File: src/design/plls_pkg.sv
`timescale 1ns / 1ps
// ----------------------------------------------------------------------------
// plls_pkg
// Shared types, widths and log tables for the Poisson log-likelihood summer.
// ----------------------------------------------------------------------------
package plls_pkg;

   localparam int VALUE_W    = 56;
   localparam int SUM_W      = 64;
   localparam int FLOOR_W    = 33;
   localparam int TAB_BITS   = 10;
   localparam int TAB_SIZE   = 1 << TAB_BITS;
   localparam int NORM_STEPS = 6;
   localparam int MUL_STEPS  = 4;

   localparam logic [FLOOR_W-1:0] FLOOR_RESET = 33'd4;
   localparam logic [31:0]        LN2_Q32     = 32'd2977044472;

   typedef enum logic [3:0] {
      ST_IDLE,
      ST_NORM,
      ST_LOOKUP,
      ST_DIFF,
      ST_SQUARE,
      ST_CUBE,
      ST_LOG,
      ST_MUL,
      ST_TERM,
      ST_ACCUM
   } state_type;

   // controller to datapath
   typedef struct packed {
      logic       ready;
      logic       load;
      logic       norm;
      logic [2:0] norm_step;
      logic       lookup;
      logic       diff;
      logic       square;
      logic       cube;
      logic       log_en;
      logic       mul;
      logic [1:0] mul_step;
      logic       term;
      logic       accum;
   } cmd_type;

   // datapath to controller
   typedef struct packed {
      logic last;
      logic out_free;
   } status_type;

   typedef logic [32:0] tab_type [TAB_SIZE];

   // 2^(32+TAB_BITS) / (TAB_SIZE + i) by restoring long division
   function automatic logic [63:0] recip_entry(int i);
      logic [63:0] divisor;
      logic [63:0] rem;
      logic [63:0] quo;
      divisor = 64'(TAB_SIZE) + 64'(i);
      rem     = '0;
      quo     = '0;
      for (int b = 32 + TAB_BITS; b >= 0; b--) begin
         rem = {rem[62:0], (b == 32 + TAB_BITS)};
         if (rem >= divisor) begin
            rem    = rem - divisor;
            quo[b] = 1'b1;
         end
      end
      return quo;
   endfunction

   // reciprocal table, Q.32
   function automatic tab_type build_recip();
      tab_type t;
      for (int i = 0; i < TAB_SIZE; i++) begin
         t[i] = 33'(recip_entry(i));
      end
      return t;
   endfunction

   // ln(2^32 / r) in Q.32 through a squaring recurrence on log2
   function automatic tab_type build_lnr();
      tab_type     t;
      logic [63:0] r;
      logic [63:0] z;
      logic [63:0] f;
      logic [63:0] p;
      for (int i = 0; i < TAB_SIZE; i++) begin
         r = recip_entry(i);
         if (r >= 64'h1_0000_0000) begin
            t[i] = '0;
         end else begin
            z = r;
            f = '0;
            for (int k = 0; k < 32; k++) begin
               z = (z * z) >> 31;
               if (z >= 64'h1_0000_0000) begin
                  z = z >> 1;
                  f = f | (64'd1 << (31 - k));
               end
            end
            p = (64'h1_0000_0000 - f) * {32'd0, LN2_Q32};
            t[i] = 33'((p + 64'h8000_0000) >> 32);
         end
      end
      return t;
   endfunction

   localparam tab_type RECIP_TAB = build_recip();
   localparam tab_type LNR_TAB   = build_lnr();

endpackage

File: src/design/plls_ctrl.sv
`timescale 1ns / 1ps
// ----------------------------------------------------------------------------
// plls_ctrl
// Sequencer that steps one word through the log, multiply and accumulate.
// ----------------------------------------------------------------------------
module plls_ctrl (
   input  logic                   clock,
   input  logic                   reset,
   input  logic                   req_valid,
   input  plls_pkg::status_type   status,
   output plls_pkg::cmd_type      cmd
);

   plls_pkg::state_type state_ff, state_in;
   logic [2:0]          norm_cnt_ff, norm_cnt_in;
   logic [1:0]          mul_cnt_ff, mul_cnt_in;

   // state and counters
   always_ff @(posedge clock) begin
      if (reset) begin
         state_ff    <= plls_pkg::ST_IDLE;
         norm_cnt_ff <= '0;
         mul_cnt_ff  <= '0;
      end else begin
         state_ff    <= state_in;
         norm_cnt_ff <= norm_cnt_in;
         mul_cnt_ff  <= mul_cnt_in;
      end
   end

   // next state and commands
   always_comb begin
      state_in      = state_ff;
      norm_cnt_in   = norm_cnt_ff;
      mul_cnt_in    = mul_cnt_ff;
      cmd           = '0;
      cmd.norm_step = norm_cnt_ff;
      cmd.mul_step  = mul_cnt_ff;
      case (state_ff)
         plls_pkg::ST_IDLE: begin
            cmd.ready = 1'b1;
            if (req_valid) begin
               cmd.load    = 1'b1;
               norm_cnt_in = '0;
               state_in    = plls_pkg::ST_NORM;
            end
         end
         plls_pkg::ST_NORM: begin
            cmd.norm = 1'b1;
            if (norm_cnt_ff == 3'(plls_pkg::NORM_STEPS - 1)) begin
               state_in = plls_pkg::ST_LOOKUP;
            end else begin
               norm_cnt_in = norm_cnt_ff + 3'd1;
            end
         end
         plls_pkg::ST_LOOKUP: begin
            cmd.lookup = 1'b1;
            state_in   = plls_pkg::ST_DIFF;
         end
         plls_pkg::ST_DIFF: begin
            cmd.diff = 1'b1;
            state_in = plls_pkg::ST_SQUARE;
         end
         plls_pkg::ST_SQUARE: begin
            cmd.square = 1'b1;
            state_in   = plls_pkg::ST_CUBE;
         end
         plls_pkg::ST_CUBE: begin
            cmd.cube = 1'b1;
            state_in = plls_pkg::ST_LOG;
         end
         plls_pkg::ST_LOG: begin
            cmd.log_en = 1'b1;
            mul_cnt_in = '0;
            state_in   = plls_pkg::ST_MUL;
         end
         plls_pkg::ST_MUL: begin
            cmd.mul    = 1'b1;
            mul_cnt_in = mul_cnt_ff + 2'd1;
            if (mul_cnt_ff == 2'(plls_pkg::MUL_STEPS - 1)) begin
               state_in = plls_pkg::ST_TERM;
            end
         end
         plls_pkg::ST_TERM: begin
            cmd.term = 1'b1;
            state_in = plls_pkg::ST_ACCUM;
         end
         plls_pkg::ST_ACCUM: begin
            // a final word waits for the result register to free up
            if (!status.last || status.out_free) begin
               cmd.accum = 1'b1;
               state_in  = plls_pkg::ST_IDLE;
            end
         end
         default: begin
            state_in = plls_pkg::ST_IDLE;
         end
      endcase
   end

endmodule

File: config.mk
export PLATFORM = sky130hd
export DESIGN_NAME = plls_ctrl
export DESIGN_NICKNAME = d
export VERILOG_FILES = /design/src/design/plls_pkg.sv /design/src/design/plls_ctrl.sv
export SDC_FILE = /design/constraint.sdc
export NUM_CORES = 1
export LEC_CHECK = 0
export ABC_CLOCK_PERIOD_IN_PS = 1350
export BUFFER_PORTS_ARGS = -buffer_cell sky130_fd_sc_hd__buf_2
export CORE_MARGIN = 3
export CORE_UTILIZATION = 45
export CTS_BUF_LIST = sky130_fd_sc_hd__clkbuf_8
export DETAILED_ROUTE_END_ITERATION = 8
export GPL_ROUTABILITY_DRIVEN = 0
export PLACE_DENSITY = 0.76
export SLEW_MARGIN = 20
export SYNTH_ARGS = -nofsm -noshare
export SYNTH_HDL_FRONTEND = slang
export SYNTH_SLANG_ARGS = --single-unit
File: constraint.sdc
create_clock -name clock -period 1.35 [get_ports clock]
set_input_delay 0 -clock clock [delete_from_list [all_inputs] [get_ports clock]]
set_output_delay 0 -clock clock [all_outputs]
set_load 0.1 [all_outputs]
==> flow_metrics.tcl, run 1 <==
set metrics [dict create \
    area_of_the_mapped_netlist_um2 588.1 \
    post_synthesis_register_bit_count 9 \
    synth.yosys.seq_area_share 0.3064 \
    place_inst 113 \
    netlist.top_cell.by_area "dfxtp_1" \
    leading_cell_type_by_number_of_instances_after_synthesis "dfxtp_1" \
    toolErrorMsg "[ERROR DPL-0038] Utilization greater than 100%, impossible to legalize" \
    port_buffers 20 \
    syn_inst 74 \
    cts_setup_buffers 6 \
    io_pins 21 \
    ys_types 33 \
    netlist_top_cells_count "dfxtp_1 (9), a21oi_1 (6), nand2_1 (5)" \
    synthDominantCellAreaShare 0.3064 \
    synth_enable_flop_cells 0 \
    syn_avg_cell_area_um2 7.947 \
    cts.sink_count 9 \
    synth_async_sr_flop_share 0 \
    stop_stage "clock tree synthesis (4_1_cts)" \
    status "stopped before the end" \
    synth_top_flop_cell "dfxtp_1" \
    post_cts_hold_buffer_count 0 \
    post-dp-hpwl_um 1322 \
    post_synth_main_area_contributors "dfxtp_1 (31%), ha_1 (6.4%), a21oi_1 (5.1%)" \
    initial_core_util 0.5021 \
    syn_nets 82 \
    yosysWarningCount 0 \
    cts-root-buf "clkbuf_8" \
    die_y_extent_um 42.15 \
    cts_htree_levels 1 \
    die_x_um 42.15 \
    post_cts_resize_count 20 \
    clockBufferDepth 2 \
    core.rowCount 12 \
    cts_inserted_buffers 3 \
]
## cell families after synthesis
group	after synthesis	synth area share
AOI/OAI and AO/OA	18	0.2085
xor gates and xnor gates	1	0.01490
adders and majority gates	3	0.06384
buffers and inverters	11	0.07445
DFF	9	0.3064
muxes	1	0.01915
and+or+nand+nor	31	0.3128
## stage by stage
step                cell area, um2  hold WS [ps]  utilization  worst slack (ps)
floorplan                    730.7         187.9            -            -856.5
global placement              1046         270.1       0.8932            -170.6
detailed placement            1046         273.0       0.8932            -302.7
==> run 2, diff against run 1 <==
==> config.mk (replaced) <==
export PLATFORM = sky130hd
export DESIGN_NAME = plls_ctrl
export DESIGN_NICKNAME = d
export VERILOG_FILES = /design/src/design/plls_pkg.sv /design/src/design/plls_ctrl.sv
export SDC_FILE = /design/constraint.sdc
export NUM_CORES = 1
export LEC_CHECK = 0
export ABC_CLOCK_PERIOD_IN_PS = 1750
export BUFFER_PORTS_ARGS = -buffer_cell sky130_fd_sc_hd__buf_2
export CORE_AREA = 3 3 64 66
export DETAILED_ROUTE_END_ITERATION = 8
export DIE_AREA = 0 0 67 69
export GPL_ROUTABILITY_DRIVEN = 0
export PLACE_DENSITY_LB_ADDON = 0.15
export SLEW_MARGIN = 20
export SYNTH_ARGS = -nofsm -noshare
export SYNTH_HDL_FRONTEND = slang
export SYNTH_SLANG_ARGS = --single-unit
==> constraint.sdc (replaced) <==
create_clock -name clock -period 1.75 [get_ports clock]
set_input_delay 0 -clock clock [delete_from_list [all_inputs] [get_ports clock]]
set_output_delay 0 -clock clock [all_outputs]
set_load 0.1 [all_outputs]
==> run 2 against run 1 <==
  * The flow now finishes without violations
  * Synthesized cell count did not move
  * Area after synthesis did not move
==> flow_metrics.tcl, run 2 <==
set metrics [dict create \
    clock_power_share 0.312 \
    post_synthesis_register_bit_count 9 \
    report.final.slew_viol_count 0 \
    timing.setup.critical_path_class "flip-flop to flip-flop" \
    vdd_drop_max_uv 525.0 \
    syn_inst 74 \
    wire_length_of_the_first_global_routing_pass_um 2994 \
    io_pins 21 \
    route.antenna.remaining_nets 0 \
    post-route-period-util 0.9425 \
    synthSimpleGateAreaFrac 0.3128 \
    holdPathEnd "mul_cnt_ff[1]" \
    tightestPinTransition_ps 486.0 \
    detail_route.iter0.violations 32 \
    port_buffers 20 \
    clk_transition_reported_paths_ps 50 \
    initial_core_util 0.1618 \
    drt_pre_antenna_iters 4 \
    worst_ep_arrival_time_ps 1770 \
    cts.sink_count 9 \
    finalCoreUtilization 0.2738 \
    fraction_of_final_layout_cells_with_drive_strength_greater_than_1 0.4433 \
    r2r.worst_path.cells 4 \
    synth.yosys.seq_area_share 0.3064 \
    setup-tns-final_ps 0 \
    final.hold.worst_slack_ps 50.39 \
    yosys.area_share.xor_xnor 0.01489 \
    post-dp-hpwl_um 1311 \
    cap_violations 0 \
    source_to_sink_clock_delay_at_the_later_pin_of_the_worst_skew_pair_ps 240 \
    syn2layout_area_growth_pct 69.15 \
    critical_path.reg2reg.endpoint "norm_cnt_ff[1]" \
    wl_um 1689 \
    min_period_ps 1649 \
    detail_route.vias_per_cell 4.221 \
    ys_types 33 \
    hold_path.class "input pin to flip-flop" \
    critPathLaunchType "flip-flop" \
    grt.overflow.total 0 \
    die_y_extent_um 69 \
    grt_util_all_layers 0.08282 \
    holdPathStages 2 \
    tritoncts "done" \
    largest_registers "state_ff (4), norm_cnt_ff (3), mul_cnt_ff (2)" \
    area_of_the_mapped_netlist_um2 588.1 \
    finish.net_count 106 \
    p_int_mw 0.4653 \
    floorplan.die_area_um2 4623 \
    core_box_area_um2 3633 \
    switching_power_mw 0.3309 \
    max-slew-margin-rel 0.6782 \
    register_to_register_setup_slack_ps 100 \
    min-delay-start "reset" \
    worstReg2RegStart "state_ff[3]" \
    clock_skew_ps 4.882 \
    num_antenna_cells 0 \
    netlist_top_cells_count "dfxtp_1 (9), a21oi_1 (6), nand2_1 (5)" \
    final_critical_path_setup_slack_ps 100.6 \
    power.share.sequential 0.278 \
    synth_top_family_by_area "simple AND/OR/NAND/NOR gates" \
    post_synth_main_area_contributors "dfxtp_1 (31%), ha_1 (6.4%), a21oi_1 (5.1%)" \
    netlist.top_cell.by_area "dfxtp_1" \
    synth_top_flop_cell "dfxtp_1" \
    largest_register_ffs 4 \
    layoutNonFillerInstCount 145 \
    p_sw_frac 0.4156 \
    cts_htree_levels 1 \
    synthAdderAreaFrac 0.06383 \
    post_cts_hold_buffer_count 0 \
    achievable-frequency_mhz 606.3 \
    leading_cell_types_in_the_layout_fill_and_taps_excluded "buf_2 (13), dfxtp_1 (8), buf_12 (7)" \
    synth-compound-area-share 0.2085 \
    cts-root-buf "clkbuf_8" \
    synth_mux_area_frac 0.01915 \
    die_x_um 67 \
    via_count 612 \
    synth_async_sr_flop_share 0 \
    finalSetupViolCount 0 \
    antenna_found_initial 0 \
    totalPowerFinal_mw 0.7962 \
    cts_inserted_buffers 3 \
    yosysWarningCount 0 \
    most_common_cell_after_layout_fill_and_taps_aside "buf_2" \
    syn_avg_cell_area_um2 7.947 \
    static_leakage_nw 0.3956 \
    worst_ep_required_time_ps 1870 \
    setup_repair_after_global_routing_missed_its_margin "no" \
    clockBufferDepth 2 \
    maximum_number_of_pins_on_one_net_before_global_route_repair 15 \
    post_cts_resize_count 0 \
    crit_path_max_fanout 7 \
    synth_enable_flop_cells 0 \
    cellPowerDensity_nw_per_um2 800.5 \
    core.rowCount 22 \
    top_reg_by_flops "state_ff" \
    vias_in_the_first_global_route 622 \
    leading_cell_type_by_number_of_instances_after_synthesis "dfxtp_1" \
    timing_hold_violations_final 0 \
    route.detailed.wl_per_inst_um 11.65 \
    pwr-share-comb 0.410 \
    timing.critical_path.to_type "flip-flop" \
    place_inst 141 \
    syn_nets 82 \
    postPlaceCellArea_um2 948.4 \
    cts_setup_buffers 0 \
    finish.instance_area_um2 994.7 \
    status "completed" \
    pre_cts_ws_ps 121.5 \
    synthDominantCellAreaShare 0.3064 \
    remaining_drcs 0 \
]
## run 2: cell counts after synthesis
Identical to the previous run, type by type.
## run 2: how the worst max path moves through the flow
stage | start | end | cells after the start | slack, ps
2_1_floorplan | state_ff[1] | norm_cnt_ff[1] | 3 | -460
4_1_cts | state_ff[1] | cmd[15] | 3 | 100
6_report | state_ff[3] | norm_cnt_ff[1] | 4 | 100
3_5_place_dp | state_ff[3] | norm_cnt_ff[1] | 4 | 120
5_1_grt | state_ff[1] | cmd[15] | 3 | 20
3_3_place_gp | state_ff[3] | norm_cnt_ff[1] | 4 | 150
## run 2: kinds of logic (layout without fill, tap and decap cells)
kind of cell,after synthesis,after routing
flops,9,9
fa+ha+maj,3,3
compound gates,18,18
mux,1,1
buf+inv,11,34
simple gates,31,31
xor+xnor,1,1
## run 2: layer usage
metal / vias to the layer above / GRT usage / part of all wire
li1: 311 / - / -
met1: 280 / 0.1125 / 0.51
met2: 19 / 0.1212 / 0.43
met3: 2 / 0.01792 / 0.052
met4: 0 / 0.04054 / 0.0065
met5: - / 0 / 0
## run 2: layout make-up
class	instances	area [um2]
flip-flops and latches	9	181.4
well taps	48	60.06
clock inverters	1	5.005
multi-input cells	54	445.4
clock buffers	3	41.29
inverters	5	18.77
fillers	417	2639
repair buffers	25	242.7
## run 2: power groups by stage
stage | registers [mW] | clock network, mW | logic [mW]
after floorplan | 0.252 | 0 | 0.223
after global placement | 0.226 | 0 | 0.329
after CTS | 0.222 | 0.256 | 0.329
after detailed placement | 0.226 | 0 | 0.327
final | 0.222 | 0.248 | 0.326
after global routing | 0.223 | 0.268 | 0.348
## run 2: worst max-delay path: stages (launching register included)
cell and delay (ps):
dfxtp_1 300, or4b_1 680, inv_2 160, a22oi_1 80, mux2_1 310
Note: power is estimated with default switching activity, not from simulation.
==> run 3, diff against run 2 <==
--- a/config.mk
+++ b/config.mk
@@ -12,6 +12,7 @@
 export DIE_AREA = 0 0 67 69
 export GPL_ROUTABILITY_DRIVEN = 0
 export PLACE_DENSITY_LB_ADDON = 0.15
+export REMOVE_ABC_BUFFERS = 1
 export SLEW_MARGIN = 20
 export SYNTH_ARGS = -nofsm -noshare
 export SYNTH_HDL_FRONTEND = slang
==> run 3 against run 2 <==
  * Worst hold slack got worse by 9.6 ps
  * Flip-flop and latch count did not move
  * First-iteration DRC count fell by 72%
  * Sequential power barely moved
  * Register-to-register slack improved by 30 ps
  * Wire length fell by 5.4%
  * Non-clock buffer count rose by 1
  * Cell count rose by 0.69%
  * Maximum frequency rose by 0.81%
  * Worst setup slack improved by 13 ps
==> flow_metrics.tcl, run 3 (synthesized netlist as in run 2, its figures left out) <==
set metrics [dict create \
    die_x_um 67 \
    most_common_cell_after_layout_fill_and_taps_aside "buf_2" \
    antenna_found_initial 0 \
    switching_power_mw 0.3152 \
    crit_path_cell_trace "or4b_1, inv_2, buf_4, buf_12" \
    remaining_drcs 0 \
    post-dp-hpwl_um 1225 \
    crit_path_max_fanout 7 \
    power.share.sequential 0.279 \
    status "completed" \
    min_period_ps 1636 \
    place_inst 142 \
    clk_transition_reported_paths_ps 50 \
    report.final.slew_viol_count 0 \
    holdPathStages 2 \
    core_box_area_um2 3633 \
    core.rowCount 22 \
    r2r.worst_path.cells 3 \
    post_cts_hold_buffer_count 0 \
    fraction_of_final_layout_cells_with_drive_strength_greater_than_1 0.3571 \
    layoutNonFillerInstCount 146 \
    cap_violations 0 \
    grt.overflow.total 0 \
    cts-root-buf "clkbuf_8" \
    clockBufferDepth 2 \
    finalCoreUtilization 0.2383 \
    slowest_cp_cell "or4b_1" \
    finish.net_count 107 \
    timing.critical_path.to_type "output pin" \
    worstReg2RegStart "state_ff[3]" \
    final.hold.worst_slack_ps 40.75 \
    fill_cells 429 \
    p_int_mw 0.4791 \
    pwr-share-comb 0.413 \
    io_pins 21 \
    floorplan.die_area_um2 4623 \
    leading_cell_types_in_the_layout_fill_and_taps_excluded "buf_2 (17), dfxtp_1 (9), a21oi_1 (6), buf_4 (6), nand2_1 (5)" \
    post-route-period-util 0.9349 \
    min-delay-start "reset" \
    die_y_extent_um 69 \
    finish.instance_area_um2 865.8 \
    achievable-frequency_mhz 611.2 \
    max-slew-margin-rel 0.6727 \
    setup_repair_after_global_routing_missed_its_margin "no" \
    cts.sink_count 9 \
    maximum_number_of_pins_on_one_net_before_global_route_repair 15 \
    route.antenna.remaining_nets 0 \
    p_sw_frac 0.3968 \
    postPlaceCellArea_um2 813.3 \
    vias_in_the_first_global_route 574 \
    grt_util_all_layers 0.07346 \
    holdPathEnd "mul_cnt_ff[1]" \
    worst_ep_arrival_time_ps 1640 \
    cts_inserted_buffers 3 \
    totalPowerFinal_mw 0.7943 \
    vdd_drop_max_uv 277.0 \
    static_leakage_nw 0.3838 \
    critical_path.reg2reg.endpoint "norm_cnt_ff[0]" \
    clock_power_share 0.309 \
    detail_route.vias_per_cell 4.034 \
    wl_um 1598 \
    register_to_register_setup_slack_ps 130 \
    initial_core_util 0.1618 \
    pre_cts_ws_ps 136.8 \
    via_count 589 \
    worst_ep_required_time_ps 1750 \
    wire_length_of_the_first_global_routing_pass_um 2635 \
    hold_path.class "input pin to flip-flop" \
    cts_htree_levels 1 \
    tritoncts "done" \
    tightestPinTransition_ps 494.3 \
    critical-path-max-stage-delay_ps 660 \
    final_critical_path_setup_slack_ps 113.8 \
    detail_route.iter0.violations 9 \
    cellPowerDensity_nw_per_um2 917.3 \
    setup-tns-final_ps 0 \
    num_antenna_cells 0 \
    port_buffers 20 \
    drt_pre_antenna_iters 3 \
    route.detailed.wl_per_inst_um 10.95 \
    syn2layout_area_growth_pct 47.23 \
    source_to_sink_clock_delay_at_the_later_pin_of_the_worst_skew_pair_ps 230 \
    clock_skew_ps 0.3194 \
    top_reg_by_flops "state_ff" \
    critPathLaunchType "flip-flop" \
    timing.setup.critical_path_class "flip-flop to output pin" \
    largest_registers "state_ff (4), norm_cnt_ff (3), mul_cnt_ff (2)" \
    timing_hold_violations_final 0 \
    timing.critical_path.max_delay_family "simple AND/OR/NAND/NOR gates" \
    largest_register_ffs 4 \
    sum_of_buffers_and_inverters_on_the_critical_path 3 \
    finalSetupViolCount 0 \
]
==> run 3: cell count changes in the layout (fill, tap and decap cells not counted), sizes merged <==
cell | before | now
buf | 25 | 26
==> run 3: worst max-delay path by stage <==
stage / to / slack (ps) / startpoint / cells after the start
floorplan: cmd[14] / -2850 / state_ff[1] / 2
global placement: norm_cnt_ff[1] / 160 / state_ff[3] / 4
detailed placement: norm_cnt_ff[1] / 140 / state_ff[3] / 4
CTS: cmd[14] / 80 / state_ff[1] / 5
global route: cmd[13] / 30 / state_ff[3] / 4
finish: cmd[13] / 110 / state_ff[3] / 4
==> run 3: power by group through the flow <==
stage | combinational, mW | clock (mW) | sequential [mW]
2_1_floorplan | 0.182 | 0 | 0.259
3_3_place_gp | 0.329 | 0 | 0.226
3_5_place_dp | 0.328 | 0 | 0.225
4_1_cts | 0.329 | 0.259 | 0.221
5_1_grt | 0.347 | 0.269 | 0.222
6_report | 0.328 | 0.245 | 0.221
==> run 3: timing repair <==
action                     CTS  global route
gates resized for setup      0             1
setup endpoints to repair    0             1
buffers inserted             0             0
==> run 3: area by class of cell <==
cell class | instances | area (um2) | area share
Clock buffer | 3 | 41.29 | 0.04769
Clock inverter | 1 | 5.005 | 0.005780
Inverter | 5 | 18.77 | 0.02168
Multi-Input combinational cell | 54 | 370.4 | 0.4277
Sequential cell | 9 | 180.2 | 0.2081
Tap cell | 48 | 60.06 | 0.06936
Timing Repair Buffer | 26 | 190.2 | 0.2197
==> run 3: metal layers <==
| metal | global-route usage | vias to the layer above | part of all wire |
|---|---|---|---|
| li1 | - | 312 | - |
| met1 | 0.09514 | 266 | 0.48 |
| met2 | 0.1114 | 9 | 0.48 |
| met3 | 0.02443 | 2 | 0.030 |
| met4 | 0.02703 | 0 | 0.0088 |
| met5 | 0 | - | 0 |
